[src/design/pda_pkg.sv]
`timescale 1ns / 1ps
// ----------------------------------------------------------------------------
// pda_pkg
// Shared types, constants and helpers of the Poisson disc accept/insert engine
// ----------------------------------------------------------------------------
package pda_pkg;

   localparam int GRID_CELLS   = 4096;
   localparam int GRID_AW      = $clog2(GRID_CELLS);
   localparam int CNT_W        = GRID_AW + 1;
   localparam int SEARCH_REACH = 2;
   localparam int COORD_BITS   = 24;

   localparam int REGION_W  = 23;
   localparam int RECIP_W   = 24;
   localparam int DIM_W     = 13;
   localparam int CSR_IDX_W = 3;
   localparam int CSR_W     = 24;

   localparam int POS_W       = REGION_W;
   localparam int CMP_W       = (COORD_BITS > REGION_W) ? COORD_BITS : REGION_W + 1;
   localparam int CELL_SHIFT  = 24;
   localparam int PROD_W      = POS_W + RECIP_W;
   localparam int SQ_W        = 2 * POS_W;
   localparam int FULL_ADDR_W = 2 * DIM_W;

   localparam int QUEUE_DEPTH = 2;
   localparam int QPTR_W      = $clog2(QUEUE_DEPTH);
   localparam int QCNT_W      = $clog2(QUEUE_DEPTH + 1);

   typedef enum logic [CSR_IDX_W-1:0] {
      CSR_REGION_WIDTH  = 3'd0,
      CSR_REGION_HEIGHT = 3'd1,
      CSR_MIN_DISTANCE  = 3'd2,
      CSR_CELL_RECIP    = 3'd3,
      CSR_GRID_COLS     = 3'd4,
      CSR_GRID_ROWS     = 3'd5
   } csr_index_type;

   typedef enum logic [1:0] {
      ST_ACCEPTED  = 2'd0,
      ST_OUTSIDE   = 2'd1,
      ST_TOO_CLOSE = 2'd2,
      ST_CLEARED   = 2'd3
   } status_type;

   typedef enum logic [1:0] {
      KIND_CLEAR   = 2'd0,
      KIND_OUTSIDE = 2'd1,
      KIND_TEST    = 2'd2
   } kind_type;

   typedef struct packed {
      logic [REGION_W-1:0] region_width;
      logic [REGION_W-1:0] region_height;
      logic [REGION_W-1:0] min_distance;
      logic [RECIP_W-1:0]  cell_reciprocal;
      logic [DIM_W-1:0]    grid_cols;
      logic [DIM_W-1:0]    grid_rows;
   } cfg_type;

   typedef struct packed {
      kind_type         kind;
      logic [POS_W-1:0] x;
      logic [POS_W-1:0] y;
      logic [DIM_W-1:0] cx;
      logic [DIM_W-1:0] cy;
   } qentry_type;

   // a stored point remembers which grid cell it marked, so stale grid
   // entries left over from before a clear can be told apart
   typedef struct packed {
      logic [POS_W-1:0]   x;
      logic [POS_W-1:0]   y;
      logic               marked;
      logic [GRID_AW-1:0] cell_addr;
   } point_type;

   localparam int PT_W = $bits(point_type);

   function automatic logic [DIM_W-1:0] eff_dim(input logic [DIM_W-1:0] count);
      return (count == '0) ? DIM_W'(1) : count;
   endfunction

   function automatic logic [DIM_W-1:0] clamp_cell(input logic [PROD_W-1:0] prod,
                                                    input logic [DIM_W-1:0]  count);
      logic [DIM_W-1:0]  lim;
      logic [PROD_W-1:0] quot;
      lim  = eff_dim(count) - DIM_W'(1);
      quot = prod >> CELL_SHIFT;
      return (quot > PROD_W'(lim)) ? lim : quot[DIM_W-1:0];
   endfunction

endpackage

[src/design/pda_front.sv]
`timescale 1ns / 1ps
// ----------------------------------------------------------------------------
// pda_front
// Takes a transaction, checks the region and works out the grid cell
// ----------------------------------------------------------------------------
module pda_front import pda_pkg::*; (
   input  logic                  clock,
   input  logic                  reset,
   input  cfg_type               cfg,
   input  logic                  start,
   output logic                  busy,
   input  logic                  req_operation,
   input  logic [COORD_BITS-1:0] req_candidate_x,
   input  logic [COORD_BITS-1:0] req_candidate_y,
   output logic                  push,
   output qentry_type            push_data,
   input  logic                  full
);

   typedef enum logic [2:0] {
      F_IDLE = 3'b001,
      F_MUL  = 3'b010,
      F_PUSH = 3'b100
   } front_state_type;

   front_state_type state_ff, state_in;

   logic                  op_ff;
   logic [COORD_BITS-1:0] x_ff, y_ff;
   logic                  outside_ff;
   logic [POS_W-1:0]      xpos_ff, ypos_ff;
   logic [PROD_W-1:0]     px_ff, py_ff;

   logic [CMP_W-1:0] x_ext, y_ext;
   logic             outside_in;

   assign x_ext = CMP_W'(x_ff);
   assign y_ext = CMP_W'(y_ff);

   assign outside_in = x_ff[COORD_BITS-1] || y_ff[COORD_BITS-1]
                       || (x_ext >= CMP_W'(cfg.region_width))
                       || (y_ext >= CMP_W'(cfg.region_height));

   always_comb begin
      state_in = state_ff;
      case (state_ff)
         F_IDLE: if (start) state_in = F_MUL;
         F_MUL:  state_in = F_PUSH;
         F_PUSH: if (!full) state_in = F_IDLE;
         default: state_in = F_IDLE;
      endcase
   end

   always_ff @(posedge clock) begin
      if (reset) begin
         state_ff <= F_IDLE;
      end else begin
         state_ff <= state_in;
      end
   end

   always_ff @(posedge clock) begin
      if (state_ff == F_IDLE && start) begin
         op_ff <= req_operation;
         x_ff  <= req_candidate_x;
         y_ff  <= req_candidate_y;
      end
      if (state_ff == F_MUL) begin
         outside_ff <= outside_in;
         xpos_ff    <= x_ext[POS_W-1:0];
         ypos_ff    <= y_ext[POS_W-1:0];
         px_ff      <= PROD_W'(x_ext[POS_W-1:0]) * PROD_W'(cfg.cell_reciprocal);
         py_ff      <= PROD_W'(y_ext[POS_W-1:0]) * PROD_W'(cfg.cell_reciprocal);
      end
   end

   always_comb begin
      push_data.kind = !op_ff ? KIND_CLEAR : (outside_ff ? KIND_OUTSIDE : KIND_TEST);
      push_data.x    = xpos_ff;
      push_data.y    = ypos_ff;
      push_data.cx   = clamp_cell(px_ff, cfg.grid_cols);
      push_data.cy   = clamp_cell(py_ff, cfg.grid_rows);
   end

   assign push = (state_ff == F_PUSH) && !full;
   assign busy = (state_ff != F_IDLE);

endmodule

[config.mk]
export PLATFORM = sky130hd
export DESIGN_NAME = pda_front
export DESIGN_NICKNAME = d
export VERILOG_FILES = /design/src/design/pda_pkg.sv /design/src/design/pda_front.sv
export SDC_FILE = /design/constraint.sdc
export NUM_CORES = 2
export LEC_CHECK = 0
export BUFFER_PORTS_ARGS = -buffer_cell sky130_fd_sc_hd__buf_2
export CORE_MARGIN = 10
export CORE_UTILIZATION = 40
export DETAILED_ROUTE_END_ITERATION = 8
export PLACE_DENSITY = 0.66
export SYNTH_ARGS = -nofsm -noshare
export SYNTH_HDL_FRONTEND = slang
export SYNTH_SLANG_ARGS = --single-unit
[constraint.sdc]
create_clock -name clock -period 14.9 [get_ports clock]
set_input_delay 3.725 -clock clock [delete_from_list [all_inputs] [get_ports clock]]
set_output_delay 3.725 -clock clock [all_outputs]
set_load 0.02 [all_outputs]
== After elaboration in Yosys (flattened, before gate mapping) ==
Cells that the tools add are included.
Word-level totals
  register bits: 193
  latch bits: 0
  memory bits (writable): 0
  ROM bits: 0
  input bits: 172
  output and inout port bits: 76
  logic and storage cells: 41
  memories kept: 0
Operators by class
  add/sub/neg operators: 2
  multipliers: 2
  divide/modulo/power cells: 0
  $lt $le $gt $ge: 4
  eq/ne operators: 6
  shifts and indexed selects: 0
  muxes and demuxes: 9
  bitwise gates (word level): 0
  reduce and logical (&&, ||, !) cells: 9
Operators by type and width (number)
  $mul 23x24->47: 2
  $mux 13: 4
  $ge 24x23->1: 2
  $gt 23x13->1: 2
  $logic_not 13->1: 2
  $sub 13x1->13 const B: 2
  $pmux 3 s3: 1
  $mux 3: 2
  $mux 2: 2
  $ne 2x2->1 const B: 2
  $eq 3x1->1 const B: 1
  $eq 3x2->1 const B: 1
  $eq 3x3->1 const B: 1
  $logic_or 1x1->1: 3
  $ne 3x1->1 const B: 1
  $logic_and 1x1->1: 2
  $reduce_and 2->1: 1
  $logic_not 1->1: 1

== Longest topological paths before layout ==
  depth in word-level cells: 5
  mapped depth: 28
  depth with buffers taken out: 26

== Least setup slack after synthesis ==
No wires, ideal clock.
  path type: input port to output port
  start point: input port cfg[4] (netlist bit)
  end point: output port push_data[10] (netlist bit)
  arrival: 7.619 ns
  required time: 11.175 ns
  slack: 3.556 ns
  stages: 20
  path buffers: 1
  path through: nor2_1 nand2_1 nor4_1 nor2b_1 a21oi_1 ha_1 nor3b_1 and3_1 xnor2_1 ha_1 a21o_1 a21oi_1 nor2b_1 o21ai_0 nand2b_1 a2111oi_0 o21ai_0 a21oi_1 buf_2 mux2i_1
RTL lines
  start: declaration: RTL line pda_front.sv:9  | input cfg_type cfg,
  end: declaration: RTL line pda_front.sv:16  | output qentry_type push_data,

==> flow_summary.toml <==
[hold_path]
min-delay-start = "y_ext[17]"
holdPathStages = 0
hp-class = "flip-flop to flip-flop"

[critical_path]
rr_startpoint = "y_ext[6]"
startpoint = "cfg[17]"
critPathMaxStageDelay_ps = 780
path_buf_inv = 2
cpMaxStageDelayCell = "nand4_1"
crit_family = "simple AND/OR/NAND/NOR gates"
required_ps = 11180
crit_path_start_kind = "input port"
crit_fanout = 13
reg2regPathDepth = 25
endpoint_kind = "output pin"
arrival_ps = 8470
crit_type = "input port to output pin"
cp.depth = 17
path_cells = "buf_2, nor2_1, nand2_1, nor4_1, nor2b_1, a21oi_1, ha_1, nor3b_1, nor4b_1, xnor2_1, ha_1, nand4_1, or4_1, o221ai_1, nand4_1, mux2_2, buf_2"

[routing]
drtPass1Iterations = 5
routed_wl_um = 101000
via_count = 29570
viasPerCell = 5.000
met3_wirelength_um = 7908
wl_met1_um = 43440
routed.top_layer = "met5"
drc = 0
dr.first_iter.drc_count = 1532
wl_met2_um = 47750
ant_nets = 0
routedWlPerCell_um = 17.07

[cts]
postCtsHoldBufs = 0
clock-sinks = 145
cts_tree = "yes"
cts_root_buf = "clkbuf_16"
clk_path_buf_depth = 2
worstSkewPairLatency_ps = 520
numCtsBuffers = 17
cts_resized = 0
clk_pin_slew_ps = 80
postCtsSetupBuffers = 0
cts_max_level = 4

[synth]
synth_edf_count = 142
ys_seq_elements = 145
syn_area_per_cell_sq_um = 9.405
synth_top_area_share_pct = 43.97
synth.area.top_cells = "fa_1 (44%), ha_1 (12%), edfxtp_1 (10%)"
async_flop_share_pct = 0
ys_seq_area_share_pct = 10.37
synth_top_area_cell = "fa_1"
ys_types = 60
synth_nets = 5936
synth_cells = 4434
synthTopCellsByCount = "inv_1 (1101), fa_1 (916), nand2_1 (651)"
syn-cell-area_sq_um = 41700
synth_most_common_cell = "inv_1"
yosysWarnings = 0
synth-main-ff-cell = "edfxtp_1"

[final_layout]
diodes = 0
layout.nets = 6023
n_fill_cell = 10110
drive_above_1_share_pct = 7.146
final_util_pct = 43.26
area_delta_synth_final_pct = 7.366

[grt]
antenna_found_initial = 5
grtUsageTotal_pct = 18.00
grt_max_degree = 68
grt_pass1_wl_um = 170100
grt.overflow.total = 0
grt_pass1_vias = 32310

[sta]
worst_slew_pin_slew_ps = 1227
fin_hold_ws_ps = 451.7
drv_slew = 0
hold_viol = 0
relSlewSlack_pct = 18.21
fin_crit_sh_pct = 81.82
fin_crit_ps = 12190
max_freq_ghz = 0.08203
setup_viol = 0
rsz0062_at_grt = "false"
finalClockSkew_ps = 20.76
tns_ps = 0

[die]
die_area_sq_um = 117600
die_h_um = 342.9
core_area_sq_um = 103500
initial_core_util_pct = 40.29
rows = 118
ios = 248
die_w_um = 342.9

[flow_run]
drv_cap = 0

[placed_design]
port_buffers = 224
hpwl_um = 77770
finalWeightedCongestion = 0.8164

[status]
status = "complete, no violations"
final timing paths:
| path | slack (ps) | to |
|---|---|---|
| setup reg to reg | 6510 | py_ff[43] |
| hold / removal | 450 | ypos_ff[17] |
| hold reg to reg | 450 | ypos_ff[17] |
| setup / recovery | 2710 | push_data[13] |
layer usage:
layer  vias up  global-route usage (%)
met3       125                   3.730
li1      13250                       -
met1     15240                   24.28
met5         -                       0
met2       947                   29.57
met4         6                   4.142
sequential cells by signal (all words and copies together), names as in the netlist:
| name | flops |
|---|---|
| op_ff | 1 |
| outside_ff | 1 |
| px_ff | 23 |
| py_ff | 23 |
| state_ff | 3 |
| x_ext | 24 |
| xpos_ff | 23 |
| y_ext | 24 |
| ypos_ff | 23 |
cell usage in the layout, fill, tap and decap left out, types with 4 or more instances in the layout:
master	count
inv_1	1101
fa_1	916
nand2_1	651
and2_1	486
ha_1	414
buf_2	224
edfxtp_1	142
a21oi_1	68
buf_4	59
a21o_1	54
xnor2_1	46
nor2_1	43
o21ai_0	39
nand4_1	25
mux2i_1	25
xor2_1	23
nor2b_1	20
clkbuf_16	17
o21a_1	15
nand3_1	13
nor4_1	13
nand2b_1	10
o21bai_1	9
nor3_1	7
a211oi_1	7
inv_6	7
a31oi_1	5
or4_1	5
and4_1	5
nor4b_1	5
o211ai_1	4
a211o_1	4
o2111ai_1	4
or3_1	4
and3_1	4
o21ai_1	4
logic make-up after synthesis:
logic type               count (synthesis)  synth area share (%)
AND/OR/NAND/NOR                       1305                 15.46
multiplexers                            27                0.6541
adder cells (fa/ha/maj)               1330                 56.40
flip-flops                             145                 10.37
AO/OA/AOI/OAI                          242                 3.823
buffers and inverters                 1316                 11.85
XOR/XNOR                                69                 1.449
area by class of cell:
type | instances | area [sq um] | share of cell area (%)
repair buffers | 283 | 1564 | 3.493
multi-input cells | 2973 | 32450 | 72.48
flip-flops and latches | 145 | 4324 | 9.658
well taps | 1380 | 1727 | 3.856
clock buffers | 17 | 425.4 | 0.9501
inverters | 1101 | 4133 | 9.230
clock inverters | 15 | 148.9 | 0.3326
through the flow:
step / instance area [sq um] / setup WS (ps) / std cells
finish: 44770 / 2709 / 5914
detailed placement: 44200 / 2680 / 5882
CTS: 44770 / 2652 / 5914
global placement: 44200 / 2820 / 5882
global route: 44770 / 2276 / 5914
floorplan: 41700 / 3556 / 4434
Power is left out: the tool's default activity adds up to more than one toggle a clock period on the data nets, which glitch-free logic cannot reach.
