===== config.mk =====
export PLATFORM = sky130hd
export DESIGN_NAME = pda_queue
export DESIGN_NICKNAME = d
export VERILOG_FILES = /design/src/design/pda_pkg.sv /design/src/design/pda_queue.sv
export SDC_FILE = /design/constraint.sdc
export NUM_CORES = 1
export LEC_CHECK = 0
export ABC_CLOCK_PERIOD_IN_PS = 5600
export BUFFER_PORTS_ARGS = -buffer_cell sky130_fd_sc_hd__buf_2
export CORE_UTILIZATION = 54
export CTS_BUF_LIST = sky130_fd_sc_hd__clkbuf_4
export CTS_CLUSTER_DIAMETER = 100
export DETAILED_ROUTE_END_ITERATION = 10
export MAX_ROUTING_LAYER = met4
export PLACE_DENSITY = 0.91
export REMOVE_ABC_BUFFERS = 1
export SLEW_MARGIN = 15
export SYNTH_ARGS = -nofsm -noshare
export SYNTH_HDL_FRONTEND = slang
export SYNTH_SLANG_ARGS = --single-unit

===== constraint.sdc =====
create_clock -name clock -period 5.6 [get_ports clock]
set_input_delay 1.12 -clock clock [delete_from_list [all_inputs] [get_ports clock]]
set_output_delay 1.12 -clock clock [all_outputs]
set_load 0.01 [all_outputs]

===== src/design/pda_pkg.sv =====
`timescale 1ns / 1ps
// ----------------------------------------------------------------------------
// pda_pkg
// Shared types, constants and helpers of the Poisson disc accept/insert engine
// ----------------------------------------------------------------------------
package pda_pkg;

   localparam int GRID_CELLS   = 4096;
   localparam int GRID_AW      = $clog2(GRID_CELLS);
   localparam int CNT_W        = GRID_AW + 1;
   localparam int SEARCH_REACH = 2;
   localparam int COORD_BITS   = 24;

   localparam int REGION_W  = 23;
   localparam int RECIP_W   = 24;
   localparam int DIM_W     = 13;
   localparam int CSR_IDX_W = 3;
   localparam int CSR_W     = 24;

   localparam int POS_W       = REGION_W;
   localparam int CMP_W       = (COORD_BITS > REGION_W) ? COORD_BITS : REGION_W + 1;
   localparam int CELL_SHIFT  = 24;
   localparam int PROD_W      = POS_W + RECIP_W;
   localparam int SQ_W        = 2 * POS_W;
   localparam int FULL_ADDR_W = 2 * DIM_W;

   localparam int QUEUE_DEPTH = 2;
   localparam int QPTR_W      = $clog2(QUEUE_DEPTH);
   localparam int QCNT_W      = $clog2(QUEUE_DEPTH + 1);

   typedef enum logic [CSR_IDX_W-1:0] {
      CSR_REGION_WIDTH  = 3'd0,
      CSR_REGION_HEIGHT = 3'd1,
      CSR_MIN_DISTANCE  = 3'd2,
      CSR_CELL_RECIP    = 3'd3,
      CSR_GRID_COLS     = 3'd4,
      CSR_GRID_ROWS     = 3'd5
   } csr_index_type;

   typedef enum logic [1:0] {
      ST_ACCEPTED  = 2'd0,
      ST_OUTSIDE   = 2'd1,
      ST_TOO_CLOSE = 2'd2,
      ST_CLEARED   = 2'd3
   } status_type;

   typedef enum logic [1:0] {
      KIND_CLEAR   = 2'd0,
      KIND_OUTSIDE = 2'd1,
      KIND_TEST    = 2'd2
   } kind_type;

   typedef struct packed {
      logic [REGION_W-1:0] region_width;
      logic [REGION_W-1:0] region_height;
      logic [REGION_W-1:0] min_distance;
      logic [RECIP_W-1:0]  cell_reciprocal;
      logic [DIM_W-1:0]    grid_cols;
      logic [DIM_W-1:0]    grid_rows;
   } cfg_type;

   typedef struct packed {
      kind_type         kind;
      logic [POS_W-1:0] x;
      logic [POS_W-1:0] y;
      logic [DIM_W-1:0] cx;
      logic [DIM_W-1:0] cy;
   } qentry_type;

   // a stored point remembers which grid cell it marked, so stale grid
   // entries left over from before a clear can be told apart
   typedef struct packed {
      logic [POS_W-1:0]   x;
      logic [POS_W-1:0]   y;
      logic               marked;
      logic [GRID_AW-1:0] cell_addr;
   } point_type;

   localparam int PT_W = $bits(point_type);

   function automatic logic [DIM_W-1:0] eff_dim(input logic [DIM_W-1:0] count);
      return (count == '0) ? DIM_W'(1) : count;
   endfunction

   function automatic logic [DIM_W-1:0] clamp_cell(input logic [PROD_W-1:0] prod,
                                                    input logic [DIM_W-1:0]  count);
      logic [DIM_W-1:0]  lim;
      logic [PROD_W-1:0] quot;
      lim  = eff_dim(count) - DIM_W'(1);
      quot = prod >> CELL_SHIFT;
      return (quot > PROD_W'(lim)) ? lim : quot[DIM_W-1:0];
   endfunction

endpackage


===== src/design/pda_queue.sv =====
`timescale 1ns / 1ps
// ----------------------------------------------------------------------------
// pda_queue
// Short FIFO of classified transactions between front and back
// ----------------------------------------------------------------------------
module pda_queue import pda_pkg::*; (
   input  logic       clock,
   input  logic       reset,
   input  logic       push,
   input  qentry_type push_data,
   output logic       full,
   input  logic       pop,
   output qentry_type pop_data,
   output logic       empty
);

   qentry_type          mem_ff [QUEUE_DEPTH];
   logic [QPTR_W-1:0]   wr_ff, rd_ff;
   logic [QCNT_W-1:0]   cnt_ff;

   assign full     = (cnt_ff == QCNT_W'(QUEUE_DEPTH));
   assign empty    = (cnt_ff == '0);
   assign pop_data = mem_ff[rd_ff];

   always_ff @(posedge clock) begin
      if (reset) begin
         wr_ff  <= '0;
         rd_ff  <= '0;
         cnt_ff <= '0;
      end else begin
         if (push) wr_ff <= (wr_ff == QPTR_W'(QUEUE_DEPTH - 1)) ? '0 : wr_ff + QPTR_W'(1);
         if (pop)  rd_ff <= (rd_ff == QPTR_W'(QUEUE_DEPTH - 1)) ? '0 : rd_ff + QPTR_W'(1);
         if (push && !pop) begin
            cnt_ff <= cnt_ff + QCNT_W'(1);
         end else if (pop && !push) begin
            cnt_ff <= cnt_ff - QCNT_W'(1);
         end
      end
   end

   always_ff @(posedge clock) begin
      if (push) begin
         mem_ff[wr_ff] <= push_data;
      end
   end

endmodule


# Word level (Yosys, flattened, before mapping)
# Memories as Yosys holds them, arrays and structs flattened. A register that Yosys moved wholly into a read port is not among the register bits.
# Index checks and enable logic that the tools add are counted.
classes:
  n_mux: 8
  n_eq_ne: 1
  n_reduce_logical: 6
  add_sub_neg: 4
ops:
  columns: ["op", "count"]
  rows:
  - ["$mux 1", 6]
  - ["$mux 2", 2]
  - ["$add 1x1->1 const B", 2]
  - ["$add 2x1->2 const B", 1]
  - ["$eq 2x2->1 const B", 1]
  - ["$logic_and 1x1->1", 2]
  - ["$logic_not 1->1", 2]
  - ["$logic_not 2->1", 1]
  - ["$reduce_bool 2->1", 1]
  - ["$sub 2x1->2 const B", 1]
word_totals:
  output_inout_bits: 76
  ff_bits: 4
  mem_bits_rw: 148
  input_bits: 78
  wordCells: 23
  memories: 1
memory_table:
  columns: ["memory", "depth", "word_bits", "read_ports", "rd_clocked_by_memory_dff", "write_ports", "line_no", "text"]
  rows:
  - ["mem_ff", 2, 74, 1, 1, 1, "pda_queue.sv:17", "qentry_type mem_ff [QUEUE_DEPTH];"]

# Longest topological paths before layout
# Gate-level depths: netlist of run 1.
logic_depth:
  depth_word: 4
  mapped_depth: 5
  ltp_nobuf: 5

# Worst setup path before layout of run 1
# No wires, ideal clock.
synth_path:
  path_type: "input to register"
  startpoint: "in push"
  endpoint: "mem mem_ff[0][0] (netlist bit) (enable)"
  arrival_time_ns: 4.362
  slack_ns: 0.723
  setup_time_ns: 0.516
  cell_stages: 1
  required_time_ns: 5.084
  path_buffers: 0
  path_cell_list: "nor2b_1"
synth_via:
  elab_chain_len: 2
synth_rtl:
  columns: ["item", "line_no", "text"]
  rows:
  - ["start, declared", "pda_queue.sv:9", "input logic push,"]
  - ["$mux 1", "pda_queue.sv:42", "if (push) begin"]
  - ["$mux 1 (implied by the code)", "pda_queue.sv:43", "mem_ff[wr_ff] <= push_data;"]
  - ["end, declared", "pda_queue.sv:17", null]
# No other way between the ends.

==> results.cfg, run 1 <==
[grt]
grt_max_degree = 75
grt_pass1_vias = 2977
antenna_found_initial = 0
grt_pass1_wl_um = 14000
grt_usage = 0.181
gr-total-overflow = 0

[clock_network]
clock-sinks = 153
cts-root-buf = clkbuf_4
cts_buffer_depth = 2
cts_buffers = 17
cts.clk_slew.worst_paths_ps = 120
clk_latency_ps = 510
post_cts_buffers = 0
cts_hold_buf = 0
cts_tree = built
h-tree-depth = 4
cts_resized = 0

[layout]
fill_cells = 662
final_nets = 496
layout_common_cells = 153 x buf_2, 148 x edfxtp_1, 74 x mux2_2, 23 x clkbuf_4, 5 x nor2_1
finalNonFillerCells = 563
area_delta_synth_final_pct = 21.1
drive_gt1_frac = 0.612
antenna_cells = 0
final_common_cell = buf_2

[placed_design]
dp_hpwl_um = 5750
place.gp.congestion = 0.761
place_worst_setup_slack_ps = 2470
dp_cells = 531
io_buffers = 153

[timing]
finalSetupViolCount = 0
whs_ps = 528
setup_tns_ps = 0
period_minus_slack_ps = 3280
worst_pin_slew_ps = 1040
grt_setup_unrepaired = no
final_hold_viol_count = 0
slew_viol_final = 0
finalCritPeriodShare = 0.585
clock_skew_ps = 17.2
clock.fmax_ghz = 0.305
setup_ws_ps = 2320
relSlewSlack = 0.304

[setup_path]
crit_required_ps = 4480
critPathCaptureType = output pin
r2r_cells = 2
cp-start-kind = flop
worstReg2RegStart = wr_ff
crit_fanout = 74
critPathKind = reg2out
worstPathArrival_ps = 2160

[yosys]
ys.warnings.count = 0
synth_seq_cells = 153
yosysTopAreaCell = edfxtp_1
yosysSeqAreaShare = 0.817
avgSynthCellArea_um2 = 22.1
synthCells = 252
synthesis.area_mm2 = 0.00557
yosysUniqueCellTypes = 17
yosysTopAreaCellShare = 0.799
ys_top_cells_by_area = edfxtp_1 80%, mux2_2 15%, dfxtp_1 1.8%

[floorplanning]
initial_core_util = 0.564
die_h_um = 104
rows = 36
core_area_mm2 = 0.00986
design.die.area_mm2 = 0.0107
die_w_um = 104
io_pins = 154

[power]
seq_power_share = 0.595
sw_frac_of_total = 0.220
switching_power_w = 0.000506
pwr-share-clk = 0.298
power_leakage_nw = 2.53
cell_internal_pwr_w = 0.00180
comb_power_share = 0.107
finalPower_w = 0.00230
p_per_area_mw_per_mm2 = 342
peakVddDrop_mv = 0.196

[detailed_routing]
vias = 2841
final_antenna_net_count = 0
via_per_inst = 5.05
drtIter0Drc = 154
drcViolationCount = 0
routedWlPerCell_um = 16.0
wl_um = 9020
dr.pass1.iters = 4

[min_path]
hold_depth = 2
min_from = cnt_ff[1]
min-delay-path-class = reg2reg

[run]
drv_cap = 0

[status]
status = completed
worst max-delay path, stage by stage (launching register included):
cell	delay [ps]
dfxtp_4	980
mux2_2	440
buf_2	140
Yosys cell counts (all sizes together):
| master | instances |
|---|---|
| xor2 | 2 |
| mux2 | 74 |
| dfxtp | 5 |
| and2 | 1 |
| ha | 1 |
| a21oi | 1 |
| edfxtp | 148 |
| inv | 1 |
| and2b | 1 |
| or3 | 1 |
| o21ai | 1 |
| nor2b | 1 |
| nor2 | 5 |
| xnor2 | 2 |
| buf | 8 |
per-stage QoR:
stage           util  area (µm²)
6_report       0.683        6740
5_1_grt        0.683        6740
4_1_cts        0.683        6740
3_5_place_dp   0.653        6440
3_3_place_gp   0.653        6440
2_1_floorplan      -        5490
cell families after synthesis:
kind of cell	synth area share
DFF	0.817
muxes	0.150
buffers and inverters	0.0151
and+or+nand+nor	0.00832
xor gates and xnor gates	0.00630
AOI/OAI and AO/OA	0.00180
adders and majority gates	0.00225
layout make-up:
type                            instances  area (µm²)  area share
Clock inverter                          9         129      0.0191
Sequential cell                       153        4550       0.675
Timing Repair Buffer                  154         773       0.115
Multi-Input combinational cell         90         947       0.141
Clock buffer                           23         173      0.0256
Inverter                                1        3.75    0.000557
Tap cell                              133         166      0.0247
power by group through the flow:
stage / Combinational [W] / Sequential [W] / Clock [W]
final: 0.000246 / 0.00137 / 0.000685
after global routing: 0.000265 / 0.00138 / 0.000745
after CTS: 0.000250 / 0.00137 / 0.000705
after detailed placement: 0.000248 / 0.00140 / 0
after global placement: 0.000242 / 0.00139 / 0
after floorplan: 0.000141 / 0.00139 / 0
registers in the layout, indices dropped and copies added (netlist names), named ones only:
| register | count |
|---|---|
| mem_ff | 148 |
| cnt_ff | 2 |
| rd_ff | 1 |
| wr_ff | 1 |
metal layers:
layer	wire, µm	vias to the layer above	share of wire	global-route usage
met5	0	-	0	-
met4	73	0	0.0081	0.0683
met3	512	10	0.057	0.0573
met2	4840	125	0.54	0.310
met1	3600	1378	0.40	0.198
li1	-	1328	-	-
path summary, 6_finish.rpt:
path | end | slack (ps)
worst min register to register | cnt_ff[1] | 530
worst max-delay path | pop_data[6] | 2320
worst min-delay path | cnt_ff[1] | 530
worst max register to register | mem_ff[0][61] | 3410
Power figures use the tool's default switching activity.
==> run 2: changes to the inputs <==
ABC_CLOCK_PERIOD_IN_PS = 3100   (was 5600)
clock period = 3.1 ns   (was 5.6 ns; I/O delays follow)
==> results.cfg, run 2 (synthesis gave the netlist of run 1 again) <==
[status]
status = completed

[power]
power_leakage_nw = 2.52
peakVddDrop_mv = 0.332
p_per_area_mw_per_mm2 = 591

[layout]
area_delta_synth_final_pct = 21.1
antenna_cells = 0
final_nets = 501
seq_area_mm2 = 0.00455
reg_top3 = mem_ff: 148 flops, cnt_ff: 2 flops
regMostFlops = mem_ff
fill_cells = 663
fin_area_mm2 = 0.00674
final_common_cell = buf_2
drive_gt1_frac = 0.611
multi_input_area_um2 = 947
finalNonFillerCells = 568
layout_common_cells = 153 x buf_2, 148 x edfxtp_1, 74 x mux2_2, 19 x clkbuf_4, 8 x clkinvlp_4
largest_register_ffs = 148

[setup_path]
rrSetupSlack_ps = 1480
crit_end = pop_data[29]
path_cells = buf_12 > mux2_2 > buf_2
worstPathArrival_ps = 2040
cp-start-kind = flop
crit_fanout = 38
reg2reg_to = mem_ff[1][0]
critPathSlowestCell = dfxtp_4
crit_required_ps = 2480
worstReg2RegStart = wr_ff
r2r_cells = 2
critPathKind = reg2out
critical-path-max-stage-delay_ps = 700
critPathCaptureType = output pin

[timing]
whs_ps = 296
slew_viol_final = 0
clock_skew_ps = 9.36
setup_ws_ps = 436
setup_tns_ps = 0
grt_setup_unrepaired = no
relSlewSlack = 0.538
finalCritPeriodShare = 0.859
worst_pin_slew_ps = 692
finalSetupViolCount = 0
final_hold_viol_count = 0
clock.fmax_ghz = 0.375
period_minus_slack_ps = 2660

[clock_network]
cts_buffers = 17
clk_latency_ps = 510
cts_buffer_depth = 2
cts.clk_slew.worst_paths_ps = 120
cts-root-buf = clkbuf_4
h-tree-depth = 4
clock-sinks = 153
post_cts_buffers = 0
cts_tree = built
cts_resized = 0
cts_hold_buf = 0

[floorplanning]
initial_core_util = 0.564
rows = 36
io_pins = 154
core_area_mm2 = 0.00986
design.die.area_mm2 = 0.0107
die_h_um = 104
die_w_um = 104

[detailed_routing]
drcViolationCount = 0
routedWlPerCell_um = 16.8
vias = 2858
final_antenna_net_count = 0
drtIter0Drc = 100
via_per_inst = 5.03
wl_um = 9540
dr.pass1.iters = 4

[placed_design]
dp_hpwl_um = 6290
dpl_cell_area_mm2 = 0.00649
place.gp.congestion = 0.726
io_buffers = 153
place_worst_setup_slack_ps = 967
dp_cells = 536

[grt]
grt_pass1_wl_um = 14700
grt_max_degree = 53
gr-total-overflow = 0
grt_pass1_vias = 2951
grt_usage = 0.190
antenna_found_initial = 0

[min_path]
hold_depth = 1
min-delay-path-class = in2reg

[run]
drv_cap = 0
==> run 2: cell types whose count changed in the layout (fill, tap and decap cells not counted) <==
cell,previous run,this run
buf_12,0,1
buf_4,1,5
bufinv_16,3,1
clkbuf_4,23,19
clkinv_1,1,3
clkinvlp_4,4,8
==> run 2: report_power, final <==
group | switching [W] | internal, W | total [W]
clock | 0.000645 | 0.000403 | 0.00105
sequential | 0.0000515 | 0.00241 | 0.00246
combinational | 0.000240 | 0.000234 | 0.000474
total | 0.000937 | 0.00305 | 0.00398
==> run 2: through the flow <==
stage / util / power (W)
after global placement: 0.658 / 0.00296
after CTS: 0.683 / 0.00403
after detailed placement: 0.658 / 0.00299
after floorplan: - / 0.00277
final: 0.683 / 0.00398
after global routing: 0.683 / 0.00415
==> run 2: worst min-delay path by stage <==
stage | start | endpoint
floorplan | cnt_ff[1] | cnt_ff[1]
detailed placement | cnt_ff[1] | cnt_ff[1]
finish | push_data[9] | mem_ff[1][9]
global placement | cnt_ff[1] | cnt_ff[1]
global route | push_data[53] | mem_ff[0][53]
CTS | push_data[46] | mem_ff[1][46]
==> run 2: layout make-up <==
| class | instances | share of cell area |
|---|---|---|
| Clock buffer | 19 | 0.0212 |
| Sequential cell | 153 | 0.675 |
| Inverter | 1 | 0.000557 |
| Clock inverter | 13 | 0.0158 |
| Timing Repair Buffer | 159 | 0.122 |
| Tap cell | 133 | 0.0247 |
| Multi-Input combinational cell | 90 | 0.141 |
==> run 2: per-layer routing <==
layer	part of all wire	global-route usage	vias up
met5	0	-	-
li1	-	-	1342
met2	0.53	0.305	108
met4	0.0045	0.0839	0
met3	0.046	0.0522	4
met1	0.42	0.227	1404
==> run 2: worst max-delay path: cells and delay by family (launching register included) <==
family                 cells  cell delay [ps]
DFF                        1              700
buffers and inverters      2              440
muxes                      1              380
==> run 3: changes to the inputs <==
ABC_CLOCK_PERIOD_IN_PS = 3200   (was 3100)
CORE_UTILIZATION = 58   (was 54)
PLACE_DENSITY = 0.95   (was 0.91)
clock period = 3.2 ns   (was 3.1 ns; I/O delays follow)
==> results.cfg, run 3 (synthesis gave the netlist of run 1 again) <==
[setup_path]
cp-start-kind = flop
path_cells = mux2_2 > buf_2
worstPathArrival_ps = 2120
cpLargestDelayFamily = flip-flops
crit_fanout = 74
critPathSlowestCell = dfxtp_4
critPathCaptureType = output pin
critical-path-max-stage-delay_ps = 990
crit_required_ps = 2560
critPathKind = reg2out
crit_buf_inv = 1

[grt]
grt.met2_usage = 0.334
grt_pass1_wl_um = 14000
antenna_found_initial = 0
grt_max_degree = 75
grt_busiest_layer = met2
use_met3 = 0.0620
grt_pass1_vias = 2908
gr-total-overflow = 0
grt_usage = 0.199
use_met1 = 0.219

[floorplanning]
io_pins = 154
die_w_um = 100
initial_core_util = 0.599
rows = 35
die_h_um = 100
core_area_mm2 = 0.00928
design.die.area_mm2 = 0.00999

[power]
cell_internal_pwr_w = 0.00313
seq_power_share = 0.588
switching_power_w = 0.000947
sw_frac_of_total = 0.232
pwr-share-clk = 0.306
power_leakage_nw = 2.53
finalPower_w = 0.00408
peakVddDrop_mv = 0.443
p_per_area_mw_per_mm2 = 604
comb_power_share = 0.106

[detailed_routing]
drcViolationCount = 0
routedWlPerCell_um = 16.7
dr.pass1.iters = 4
drtIter0Drc = 105
via_per_inst = 5.08
vias = 2847
wl_um = 9330
final_antenna_net_count = 0

[clock_network]
cts-root-buf = clkbuf_4
cts_hold_buf = 0
cts_resized = 0
post_cts_buffers = 0
clk_latency_ps = 500
cts_buffer_depth = 2
clock-sinks = 153
cts_tree = built
cts.clk_slew.worst_paths_ps = 130
cts_buffers = 17
h-tree-depth = 4

[layout]
reg_top3 = mem_ff: 148 flops, cnt_ff: 2 flops
final_util = 0.728
regMostFlops = mem_ff
antenna_cells = 0
largest_register_ffs = 148
final_nets = 497
fin_area_mm2 = 0.00676
drive_gt1_frac = 0.615
area_delta_synth_final_pct = 21.4
final_common_cell = buf_2
layout_common_cells = 153 x buf_2, 148 x edfxtp_1, 74 x mux2_2, 20 x clkbuf_4

[timing]
worst_pin_slew_ps = 1000
setup_tns_ps = 0
relSlewSlack = 0.331
setup_ws_ps = 439
finalSetupViolCount = 0
clock.fmax_ghz = 0.362
clock_skew_ps = 13.1
final_hold_viol_count = 0
slew_viol_final = 0
finalCritPeriodShare = 0.863
grt_setup_unrepaired = no
period_minus_slack_ps = 2760

[run]
drv_cap = 0

[min_path]
min-delay-path-class = in2reg

[placed_design]
dp_hpwl_um = 6000
io_buffers = 153
place.gp.congestion = 0.698
place_worst_setup_slack_ps = 981
dpl_cell_area_mm2 = 0.00644

[status]
status = completed
run 3: cell count changes in the layout (fill, tap and decap cells not counted):
cell	change
buf_4	-3
clkinv_1	-3
clkinvlp_4	-3
inv_6	+3
bufinv_16	+2
buf_12	-1
clkbuf_4	+1
clkinv_2	-1
inv_8	+1
run 3: worst paths after layout:
path | start | endpoint | slack [ps] | depth (start not counted)
min reg2reg | cnt_ff[1] | cnt_ff[1] | 540 | 2
max reg2reg | wr_ff | mem_ff[1][21] | 1500 | 1
max | flop | pop_data[65] | 440 | 2
min | push_data[49] | mem_ff[1][49] | 310 | 1
run 3: layout make-up:
| type | instances | area, µm² |
|---|---|---|
| inverters | 1 | 3.75 |
| well taps | 129 | 161 |
| flip-flops and latches | 153 | 4550 |
| fillers | 599 | 2530 |
| clock inverters | 12 | 165 |
| repair buffers | 155 | 781 |
| multi-input cells | 90 | 947 |
| clock buffers | 20 | 150 |
run 3: power groups by stage:
stage	Sequential, W	Clock [W]	Combinational (W)
2_1_floorplan	0.00243	0	0.000247
3_3_place_gp	0.00244	0	0.000421
3_5_place_dp	0.00245	0	0.000434
4_1_cts	0.00240	0.00127	0.000438
5_1_grt	0.00242	0.00135	0.000465
6_report	0.00240	0.00125	0.000433
run 3: metal layers:
| metal | wire length [µm] | up-vias | part of all wire |
|---|---|---|---|
| met2 | 4790 | 122 | 0.51 |
| li1 | - | 1332 | - |
| met1 | 3770 | 1374 | 0.40 |
| met4 | 186 | 0 | 0.020 |
| met5 | 0 | - | 0 |
| met3 | 595 | 19 | 0.064 |
run 3: through the flow:
step	hold slack [ps]	instances
2_1_floorplan	461	244
3_3_place_gp	476	528
3_5_place_dp	503	528
4_1_cts	272	560
5_1_grt	251	560
6_report	309	560
